### config.mk
export PLATFORM = sky130hd
export DESIGN_NAME = thrash_detect_victim_select
export DESIGN_NICKNAME = d
export VERILOG_FILES = /design/src/hw/rtl/tdvs_pkg.sv /design/src/hw/rtl/tdvs_scan.sv /design/src/hw/rtl/thrash_detect_victim_select.sv
export SDC_FILE = /design/constraint.sdc
export NUM_CORES = 2
export LEC_CHECK = 0
export ABC_AREA = 1
export BUFFER_PORTS_ARGS = -buffer_cell sky130_fd_sc_hd__clkbuf_2
export CORE_MARGIN = 2
export CORE_UTILIZATION = 40
export DETAILED_ROUTE_END_ITERATION = 8
export GPL_ROUTABILITY_DRIVEN = 0
export GPL_TIMING_DRIVEN = 0
export SYNTH_ARGS = -nofsm -noshare
export SYNTH_HDL_FRONTEND = slang
export SYNTH_SLANG_ARGS = --single-unit
### constraint.sdc
create_clock -name clk -period 8.8 [get_ports clk]
set_clock_uncertainty 0.1 [all_clocks]
set_input_delay 1.76 -clock clk [delete_from_list [all_inputs] [get_ports clk]]
set_output_delay 1.76 -clock clk [all_outputs]
set_load 0.02 [all_outputs]
### src/hw/rtl/tdvs_pkg.sv
// ----------------------------------------------------------------------------
// tdvs_pkg: shared types and constants
// Register map, opcodes, rule codes and the sequencer states of the
// thrash detector and victim selector.
// ----------------------------------------------------------------------------
package tdvs_pkg;

  localparam int unsigned MaxEntriesDefault   = 16;
  localparam int unsigned HistoryDepthDefault = 8;

  localparam logic [31:0] FreePageLimitReset = 32'd5000;
  localparam logic [31:0] FaultLimitReset    = 32'd3;
  localparam logic [31:0] WriteoutFloorReset = 32'd3;

  // Register indexes.
  localparam logic [1:0] RegFreePageLimit = 2'd0;
  localparam logic [1:0] RegFaultLimit    = 2'd1;
  localparam logic [1:0] RegWriteoutFloor = 2'd2;
  localparam logic [1:0] RegActiveEntries = 2'd3;

  // Opcodes.
  localparam logic OpWrite = 1'b0;
  localparam logic OpTick  = 1'b1;

  // Rule codes.
  localparam logic [2:0] RuleOverPeak    = 3'd0;
  localparam logic [2:0] RuleOverTypical = 3'd1;
  localparam logic [2:0] RuleFaults      = 3'd2;
  localparam logic [2:0] RuleLeastWorth  = 3'd3;
  localparam logic [2:0] RuleBiggest     = 3'd4;

  typedef enum logic [2:0] {
    ST_IDLE,
    ST_SCAN,
    ST_DECIDE,
    ST_OUT
  } state_t;

endpackage

### src/hw/rtl/tdvs_scan.sv
// ----------------------------------------------------------------------------
// tdvs_scan: slot store and scan unit
// Holds the service slots in a memory and walks the active slots one per
// cycle, keeping running best values for all five selection rules.
// ----------------------------------------------------------------------------
module tdvs_scan #(
  parameter int unsigned MAX_ENTRIES = tdvs_pkg::MaxEntriesDefault,
  localparam int unsigned IW = (MAX_ENTRIES > 1) ? $clog2(MAX_ENTRIES) : 1
) (
  input  logic          clk,
  input  logic          wr_en,
  input  logic [IW-1:0] wr_addr,
  input  logic [31:0]   wr_rss,
  input  logic [31:0]   wr_peak,
  input  logic [31:0]   wr_typ,
  input  logic [15:0]   wr_worth,
  input  logic [31:0]   wr_fault,
  input  logic          rd_en,
  input  logic [IW-1:0] rd_addr,
  input  logic          acc_en,
  input  logic          acc_first,
  input  logic [IW-1:0] acc_idx,
  output logic          peak_any,
  output logic [IW-1:0] peak_pick,
  output logic          typ_any,
  output logic [IW-1:0] typ_pick,
  output logic          fault_spread,
  output logic [IW-1:0] fault_pick,
  output logic          worth_spread,
  output logic [IW-1:0] worth_pick,
  output logic [IW-1:0] rss_pick
);

  logic [31:0] rss_mem   [MAX_ENTRIES];
  logic [31:0] peak_mem  [MAX_ENTRIES];
  logic [31:0] typ_mem   [MAX_ENTRIES];
  logic [15:0] worth_mem [MAX_ENTRIES];
  logic [31:0] fault_mem [MAX_ENTRIES];

  logic [31:0] rss_q, peak_q, typ_q, fault_q;
  logic [15:0] worth_q;

  logic [31:0] peak_best, typ_best, fhi, flo, rss_best;
  logic [15:0] whi, wlo;

  logic        peak_over, typ_over;
  logic [31:0] peak_ex, typ_ex;

  // Memory write and registered read.
  always_ff @(posedge clk) begin
    if (wr_en) begin
      rss_mem[wr_addr]   <= wr_rss;
      peak_mem[wr_addr]  <= wr_peak;
      typ_mem[wr_addr]   <= wr_typ;
      worth_mem[wr_addr] <= wr_worth;
      fault_mem[wr_addr] <= wr_fault;
    end
    if (rd_en) begin
      rss_q   <= rss_mem[rd_addr];
      peak_q  <= peak_mem[rd_addr];
      typ_q   <= typ_mem[rd_addr];
      worth_q <= worth_mem[rd_addr];
      fault_q <= fault_mem[rd_addr];
    end
  end

  // Excess over the two limits for the slot being scanned.
  assign peak_over = rss_q > peak_q;
  assign typ_over  = rss_q > typ_q;
  assign peak_ex   = rss_q - peak_q;
  assign typ_ex    = rss_q - typ_q;

  // Running best values; strict compares keep the lowest slot on ties.
  always_ff @(posedge clk) begin
    if (acc_en) begin
      if (acc_first) begin
        peak_any   <= peak_over;
        peak_best  <= peak_ex;
        peak_pick  <= acc_idx;
        typ_any    <= typ_over;
        typ_best   <= typ_ex;
        typ_pick   <= acc_idx;
        fhi        <= fault_q;
        flo        <= fault_q;
        fault_pick <= acc_idx;
        whi        <= worth_q;
        wlo        <= worth_q;
        worth_pick <= acc_idx;
        rss_best   <= rss_q;
        rss_pick   <= acc_idx;
      end else begin
        if (peak_over && (!peak_any || peak_ex > peak_best)) begin
          peak_any  <= 1'b1;
          peak_best <= peak_ex;
          peak_pick <= acc_idx;
        end
        if (typ_over && (!typ_any || typ_ex > typ_best)) begin
          typ_any  <= 1'b1;
          typ_best <= typ_ex;
          typ_pick <= acc_idx;
        end
        if (fault_q > fhi) begin
          fhi        <= fault_q;
          fault_pick <= acc_idx;
        end
        if (fault_q < flo) begin
          flo <= fault_q;
        end
        if (worth_q > whi) begin
          whi <= worth_q;
        end
        if (worth_q < wlo) begin
          wlo        <= worth_q;
          worth_pick <= acc_idx;
        end
        if (rss_q > rss_best) begin
          rss_best <= rss_q;
          rss_pick <= acc_idx;
        end
      end
    end
  end

  assign fault_spread = flo < fhi;
  assign worth_spread = wlo < whi;

endmodule

### src/hw/rtl/thrash_detect_victim_select.sv
// ----------------------------------------------------------------------------
// thrash_detect_victim_select: memory thrash detector and victim selector
// Tracks sustained memory pressure over sample ticks and picks one service
// slot to shed by a fixed order of rules.
// ----------------------------------------------------------------------------
// Usage: input items arrive on in_valid/in_ready. A write item (opcode 0)
// stores one service slot and gives no result. A tick item (opcode 1)
// gives one result on out_valid/out_ready with the pressure bits and, when
// the pressure history is full, the chosen victim and the rule used.
// Configuration must be written over the APB-style port only while idle;
// the block itself does not enforce this. A write item leaves the block
// idle and ready for the next item. A tick whose history is not full, or
// that finds no active slot, has its result the cycle after it is taken.
// A tick that searches for a victim scans the N active slots (at most
// MAX_ENTRIES) one slot per cycle and then the decide and output states.
// After a tick, the next item is accepted once the result has been taken.
// Reset (rst, synchronous) restores the register defaults and clears the
// pressure history; slot contents are undefined until written.
// When the receiver stalls, the result is held and no item is accepted.
// ----------------------------------------------------------------------------
module thrash_detect_victim_select #(
  parameter int unsigned MAX_ENTRIES   = tdvs_pkg::MaxEntriesDefault,
  parameter int unsigned HISTORY_DEPTH = tdvs_pkg::HistoryDepthDefault
) (
  input  logic        clk,
  input  logic        rst,
  input  logic        psel,
  input  logic        penable,
  input  logic        pwrite,
  input  logic [3:0]  paddr,
  input  logic [31:0] pwdata,
  output logic [31:0] prdata,
  output logic        pready,
  input  logic        in_valid,
  output logic        in_ready,
  input  logic        opcode,
  input  logic [3:0]  slot,
  input  logic [31:0] rss_pages,
  input  logic [31:0] peak_limit,
  input  logic [31:0] typical_size,
  input  logic [15:0] importance,
  input  logic [31:0] fault_count,
  input  logic [31:0] free_pages,
  input  logic [31:0] major_faults,
  input  logic [31:0] pages_written,
  output logic        out_valid,
  input  logic        out_ready,
  output logic        momentary_pressure,
  output logic        sustained_pressure,
  output logic        victim_found,
  output logic [3:0]  victim_slot,
  output logic [2:0]  rule_used
);

  localparam int unsigned IW = (MAX_ENTRIES > 1) ? $clog2(MAX_ENTRIES) : 1;
  localparam int unsigned NW = $clog2(MAX_ENTRIES + 1);

  logic [31:0] free_page_limit, fault_limit, writeout_floor;
  logic [4:0]  active_entries;
  logic [HISTORY_DEPTH-1:0] history_bits, history_bits_next;

  tdvs_pkg::state_t state, state_next;
  logic [NW-1:0] n_act;
  logic [NW-1:0] rd_cnt, rd_cnt_next;
  logic [NW-1:0] acc_cnt, acc_cnt_next;
  logic          acc_en;

  logic        wr_en, accept, mom, cfg_wr;
  logic        peak_any, typ_any, fault_spread, worth_spread;
  logic [IW-1:0] peak_pick, typ_pick, fault_pick, worth_pick, rss_pick, pick;
  logic [2:0]  rule;

  // Configuration port.
  assign pready = 1'b1;
  assign cfg_wr = psel && penable && pwrite;

  always_ff @(posedge clk) begin
    if (rst) begin
      free_page_limit <= tdvs_pkg::FreePageLimitReset;
      fault_limit     <= tdvs_pkg::FaultLimitReset;
      writeout_floor  <= tdvs_pkg::WriteoutFloorReset;
      active_entries  <= 5'd0;
    end else if (cfg_wr && paddr[1:0] == 2'b00) begin
      unique case (paddr[3:2])
        tdvs_pkg::RegFreePageLimit: free_page_limit <= pwdata;
        tdvs_pkg::RegFaultLimit:    fault_limit     <= pwdata;
        tdvs_pkg::RegWriteoutFloor: writeout_floor  <= pwdata;
        tdvs_pkg::RegActiveEntries: active_entries  <= pwdata[4:0];
        default: ;
      endcase
    end
  end

  always_comb begin
    unique case (paddr[3:2])
      tdvs_pkg::RegFreePageLimit: prdata = free_page_limit;
      tdvs_pkg::RegFaultLimit:    prdata = fault_limit;
      tdvs_pkg::RegWriteoutFloor: prdata = writeout_floor;
      tdvs_pkg::RegActiveEntries: prdata = {27'd0, active_entries};
      default:                    prdata = 32'd0;
    endcase
  end

  // Active slot count, clamped to the store depth.
  always_comb begin
    if ({27'd0, active_entries} > MAX_ENTRIES) n_act = NW'(MAX_ENTRIES);
    else n_act = NW'(active_entries);
  end

  // Momentary pressure rule.
  always_comb begin
    if (free_pages > free_page_limit)     mom = 1'b0;
    else if (major_faults > fault_limit)  mom = 1'b1;
    else if (pages_written < writeout_floor) mom = 1'b0;
    else mom = 1'b1;
  end

  assign in_ready = (state == tdvs_pkg::ST_IDLE);
  assign accept   = in_valid && in_ready;
  assign wr_en    = accept && opcode == tdvs_pkg::OpWrite &&
                    {28'd0, slot} < MAX_ENTRIES;

  tdvs_scan #(.MAX_ENTRIES(MAX_ENTRIES)) u_scan (
    .clk          (clk),
    .wr_en        (wr_en),
    .wr_addr      (IW'(slot)),
    .wr_rss       (rss_pages),
    .wr_peak      (peak_limit),
    .wr_typ       (typical_size),
    .wr_worth     (importance),
    .wr_fault     (fault_count),
    .rd_en        (state == tdvs_pkg::ST_SCAN),
    .rd_addr      (rd_cnt[IW-1:0]),
    .acc_en       (acc_en),
    .acc_first    (acc_cnt == '0),
    .acc_idx      (acc_cnt[IW-1:0]),
    .peak_any     (peak_any),
    .peak_pick    (peak_pick),
    .typ_any      (typ_any),
    .typ_pick     (typ_pick),
    .fault_spread (fault_spread),
    .fault_pick   (fault_pick),
    .worth_spread (worth_spread),
    .worth_pick   (worth_pick),
    .rss_pick     (rss_pick)
  );

  // Rule priority over the scan results.
  always_comb begin
    priority if (peak_any) begin
      pick = peak_pick; rule = tdvs_pkg::RuleOverPeak;
    end else if (typ_any) begin
      pick = typ_pick; rule = tdvs_pkg::RuleOverTypical;
    end else if (fault_spread) begin
      pick = fault_pick; rule = tdvs_pkg::RuleFaults;
    end else if (worth_spread) begin
      pick = worth_pick; rule = tdvs_pkg::RuleLeastWorth;
    end else begin
      pick = rss_pick; rule = tdvs_pkg::RuleBiggest;
    end
  end

  // Sequencer state register.
  always_ff @(posedge clk) begin
    if (rst) begin
      state        <= tdvs_pkg::ST_IDLE;
      history_bits <= '0;
      out_valid    <= 1'b0;
    end else begin
      state        <= state_next;
      history_bits <= history_bits_next;
      out_valid    <= (state_next == tdvs_pkg::ST_OUT);
    end
    rd_cnt  <= rd_cnt_next;
    acc_cnt <= acc_cnt_next;
    acc_en  <= (state == tdvs_pkg::ST_SCAN);
  end

  // Result register.
  always_ff @(posedge clk) begin
    if (accept && opcode == tdvs_pkg::OpTick) begin
      momentary_pressure <= mom;
      sustained_pressure <= &{history_bits[HISTORY_DEPTH-2:0], mom};
      victim_found       <= 1'b0;
      victim_slot        <= 4'd0;
      rule_used          <= 3'd0;
    end else if (state == tdvs_pkg::ST_DECIDE && sustained_pressure && n_act != '0) begin
      victim_found <= 1'b1;
      victim_slot  <= 4'(pick);
      rule_used    <= rule;
    end
  end

  // Next state, counters and history.
  always_comb begin
    state_next        = state;
    rd_cnt_next       = rd_cnt;
    acc_cnt_next      = acc_cnt;
    history_bits_next = history_bits;
    unique case (state)
      tdvs_pkg::ST_IDLE: begin
        rd_cnt_next  = '0;
        acc_cnt_next = '0;
        if (accept && opcode == tdvs_pkg::OpTick) begin
          history_bits_next = {history_bits[HISTORY_DEPTH-2:0], mom};
          if (&{history_bits[HISTORY_DEPTH-2:0], mom} && n_act != '0)
            state_next = tdvs_pkg::ST_SCAN;
          else
            state_next = tdvs_pkg::ST_OUT;
        end
      end
      tdvs_pkg::ST_SCAN: begin
        rd_cnt_next = rd_cnt + 1'b1;
        if (acc_en) acc_cnt_next = acc_cnt + 1'b1;
        if (rd_cnt + 1'b1 == n_act) state_next = tdvs_pkg::ST_DECIDE;
      end
      tdvs_pkg::ST_DECIDE: begin
        if (acc_en) begin
          acc_cnt_next = acc_cnt + 1'b1;
        end else begin
          history_bits_next = {history_bits[HISTORY_DEPTH-1:1], 1'b0};
          state_next        = tdvs_pkg::ST_OUT;
        end
      end
      tdvs_pkg::ST_OUT: begin
        if (out_ready) state_next = tdvs_pkg::ST_IDLE;
      end
      default: state_next = tdvs_pkg::ST_IDLE;
    endcase
  end

endmodule
==> summary.txt <==
Floorplan
  – Starting Density: 40.2%
  – Die area: 0.297 sq mm
  – Core area: 0.291 sq mm
  – I/O pins: 333
  – Die H: 545 um
  – # rows: 198
  – Die W: 545 um

Worst setup path
  – Crit path launch type: flop
  – Reg-to-reg critical path endpoint: u_scan.peak_best[3]$_DFFE_PP_
  – Setup CP Type: flop to flop
  – Critical path peak fanout: 17
  – Worst Path Required: 9.35 ns
  – R2r setup slk: 2.63 ns
  – Cell depth of the worst flop-to-flop path: 27
  – Crit. End Element: flop
  – Worst Setup EP: u_scan.peak_best[3]$_DFFE_PP_
  – CP arrival: 6.73 ns
  – RR Startpoint: u_scan.rss_q[0]$_DFFE_PP_
  – Worst Setup SP: u_scan.rss_q[0]$_DFFE_PP_

Pwr
  – Static Leak: 47.3 nW
  – VDD IR max: 0.000156 V
  – Pwr Density: 213 mW/mm^2

STA
  – Setup WS post-layout: 2.63 ns
  – Crit path time final: 6.17 ns
  – Pin slew with the least headroom to its limit: 1.42 ns
  – Slew Limit Headroom: 5.54%
  – Fmax: 162 MHz
  – Final hold vios: 0
  – Final setup viols: 0
  – Final Slew Violations: 0
  – Final Cycle Share: 70.2%
  – RSZ-0062 raised after global routing: false

Synth
  – Post-synth EDFFs: 2674
  – Net Count, Synth: 9627
  – Sequential fraction of the synthesis area: 70.6%
  – Yosys top cell area share: 68.6%
  – Seq cells post-synth: 2795
  – Synthesized cell area: 0.117 sq mm
  – Syn_area_per_cell: 13.1 sq um
  – Synth area leaders: edfxtp_1 (69%), nor2_1 (4.5%), ha_1 (4.3%)
  – Yosys warnings: 0
  – Gate Count Post-Synth: 8939
  – Synth Flop Type: edfxtp_1
  – Yosys cell types: 57
  – Asr flop ratio synth: 0%
  – Synth area leader: edfxtp_1

Route
  – Final wirelength: 372000 um
  – Via density: 5.68
  – 1st-iter DRT viols: 9492
  – # DRC: 0
  – DR pass1 iterations: 6
  – Mean routed wirelength per cell: 26.9 um
  – Via count: 78800
  – Residual antenna-violating net count after detailed routing: 0

Global routing
  – Vias in the first global route: 76900
  – Initial antenna violation count: 91
  – GRT Util Overall: 24.2%
  – First-pass GRT wire length: 528000 um
  – Total grt overflow: 0
  – Largest net degree at the start of global routing: 83

Clock network
  – Clock sinks: 2795
  – Clock latency on the worst-skew pair: 0.98 ns
  – Root buf cell: clkbuf_16
  – Post-CTS Resized: 0
  – H-tree depth: 5
  – Total CTS buffers: 303
  – Post-CTS Setup Bufs: 0
  – Deepest clock path buffer count: 4
  – CTS tree: yes
  – Clock-pin slew on the worst setup and hold paths: 0.06 ns
  – Cts-stage hold buffer count: 0

Hold path
  – Worst hold path class: flop to flop

Finish
  – Post-layout util: 46.8%
  – Share of layout cells above drive strength 1: 10.8%
  – Nets: 10400
  – FILL cells: 25500
  – Area grow syn2layout: 16.4%
  – Non-Filler Instances: 13900

Placement
  – Post-DP HPWL: 262000 um
  – Port Buffer Count: 330
  – Pre-CTS setup slack: 2.75 ns
  – Inst Count DP: 13300

Run
  – Max cap viols: 0

Outcome
  – Status: completed
through the flow:
step / hold WS [ns] / instance area [sq um] / power [mW] / setup TNS [ns]
after floorplan: 0.326 / 117000 / 15.9 / -164.24
after global placement: 0.355 / 124000 / 16.8 / -
after detailed placement: 0.366 / 127000 / 16.8 / 0
after CTS: 0.375 / 136000 / 29.2 / 0
after global routing: 0.390 / 136000 / 29.9 / 0
final: 0.368 / 136000 / 29.1 / 0
cell usage after synthesis (26+ instances only):
library cell / instances
nand3_1: 311
a21oi_1: 357
nor2_1: 1404
buf_1: 31
ha_1: 398
dfxtp_1: 121
o221ai_1: 271
o211ai_1: 68
nor3_1: 26
nand4_1: 39
o32ai_1: 338
inv_1: 518
nand2_1: 761
buf_6: 31
o21ai_0: 755
buf_2: 89
edfxtp_1: 2674
clkbuf_1: 305
mux2i_1: 238
xor2_1: 41
logic make-up (layout without fill, tap and decap cells):
family,Yosys count,in the layout,share of synthesized area (%)
AOI/OAI and AO/OA,1871,1871,10.3
xor gates and xnor gates,59,59,0.441
adders and majority gates,400,400,4.29
buffers and inverters,1001,2000,3.56
DFF,2795,2795,70.6
muxes,238,238,2.03
other,2,31,0.00641
and+or+nand+nor,2573,2573,8.77
registers in the layout, indices dropped and copies added (netlist names), 32 cells and up:
name	count
u_scan.rss_best	32
u_scan.peak_q	32
fault_limit	32
u_scan.fault_q	32
u_scan.typ_best	32
u_scan.rss_q	32
free_page_limit	32
u_scan.typ_mem	512
u_scan.rss_mem	512
u_scan.flo	32
u_scan.typ_q	32
u_scan.peak_mem	512
writeout_floor	32
u_scan.worth_mem	256
u_scan.fhi	32
u_scan.fault_mem	512
u_scan.peak_best	32
metal layers:
metal  vias to the layer above  track usage, %  share of wire (%)  wire length [um]
li1                      34900               -                  -                 -
met1                     39100            31.1                 39            145000
met2                      4010            38.7                 46            171000
met3                       768            5.86                 10             37800
met4                        50            11.3                4.8             18000
met5                         -               0              0.086               320
worst min-delay path by stage:
stage	slack [ns]	cells past startpoint	end	from
floorplan	0.33	0	u_scan.rss_best[0]$_DFFE_PP_	u_scan.rss_q[0]$_DFFE_PP_
global placement	0.35	2	history_bits[6]$_SDFFE_PP0P_	history_bits[6]$_SDFFE_PP0P_
detailed placement	0.37	0	u_scan.whi[0]$_DFFE_PP_	u_scan.worth_q[0]$_DFFE_PP_
CTS	0.37	2	rule_used[2]$_SDFFE_PP0P_	rule_used[2]$_SDFFE_PP0P_
global route	0.39	0	u_scan.wlo[0]$_DFFE_PP_	u_scan.worth_q[0]$_DFFE_PP_
finish	0.37	2	rule_used[2]$_SDFFE_PP0P_	rule_used[2]$_SDFFE_PP0P_
report_power, final:
part           total (mW)  internal (mW)  switching, mW
Combinational        1.85          0.500           1.35
Clock                12.6           7.17           5.39
Sequential           14.7           14.7         0.0441
Total                29.1           22.3           6.78
cell type report:
| class | count | area, sq um | share of cell area, % |
|---|---|---|---|
| Multi-Input combinational cell | 5143 | 30400 | 22.3 |
| Clock inverter | 164 | 1770 | 1.29 |
| Inverter | 526 | 1980 | 1.45 |
| Timing Repair Buffer | 456 | 4300 | 3.16 |
| Sequential cell | 2795 | 82700 | 60.7 |
| Antenna cell | 29 | 72.6 | 0.0532 |
| Tap cell | 3900 | 4880 | 3.58 |
| Clock buffer | 379 | 8000 | 5.87 |
| Buffer | 475 | 2220 | 1.63 |
critical path: stages, from the launching register on:
cell	delay (ns)
edfxtp_1	0.50
inv_1	0.41
ha_1	0.27
inv_1	0.06
fa_1	0.39
nand3_1	0.10
nand2_1	0.09
a21oi_2	0.30
o21bai_2	0.14
nand2_1	0.08
nand3_1	0.19
a21oi_1	0.37
o21ai_0	0.14
nand2_1	0.08
nand2_1	0.09
ha_1	0.29
nand2_1	0.05
nor2_1	0.14
nand4_1	0.16
nor4_1	0.41
nand2_1	0.12
nand3b_1	0.10
nand2_1	0.22
nand2_1	0.12
nand2_1	0.10
a21oi_4	0.40
buf_12	0.24
buf_16	0.18
cells in the final DEF, fill, tap and decap left out, types with 16 or more instances in the layout:
master / synthesis / routed
buf_4: 19 / 19
nor2_1: 1404 / 1388
clkbuf_2: 0 / 347
ha_1: 398 / 398
clkinv_2: 1 / 45
bufinv_16: 0 / 22
nor3_1: 26 / 26
clkbuf_16: 0 / 306
o21ai_0: 755 / 755
o211ai_1: 68 / 68
mux2i_1: 238 / 238
edfxtp_1: 2674 / 2674
o32ai_1: 338 / 338
diode_2: 0 / 29
nand4_1: 39 / 39
buf_12: 0 / 100
buf_6: 31 / 32
buf_1: 31 / 31
nand3_1: 311 / 311
clkinv_1: 5 / 67
buf_2: 89 / 89
buf_16: 0 / 21
dfxtp_1: 121 / 121
inv_1: 518 / 517
clkbuf_1: 305 / 354
o221ai_1: 271 / 271
a21oi_1: 357 / 350
nand2_1: 761 / 761
nor2_4: 0 / 16
xnor2_1: 18 / 18
xor2_1: 41 / 41
(Power assumes the default switching activity.)
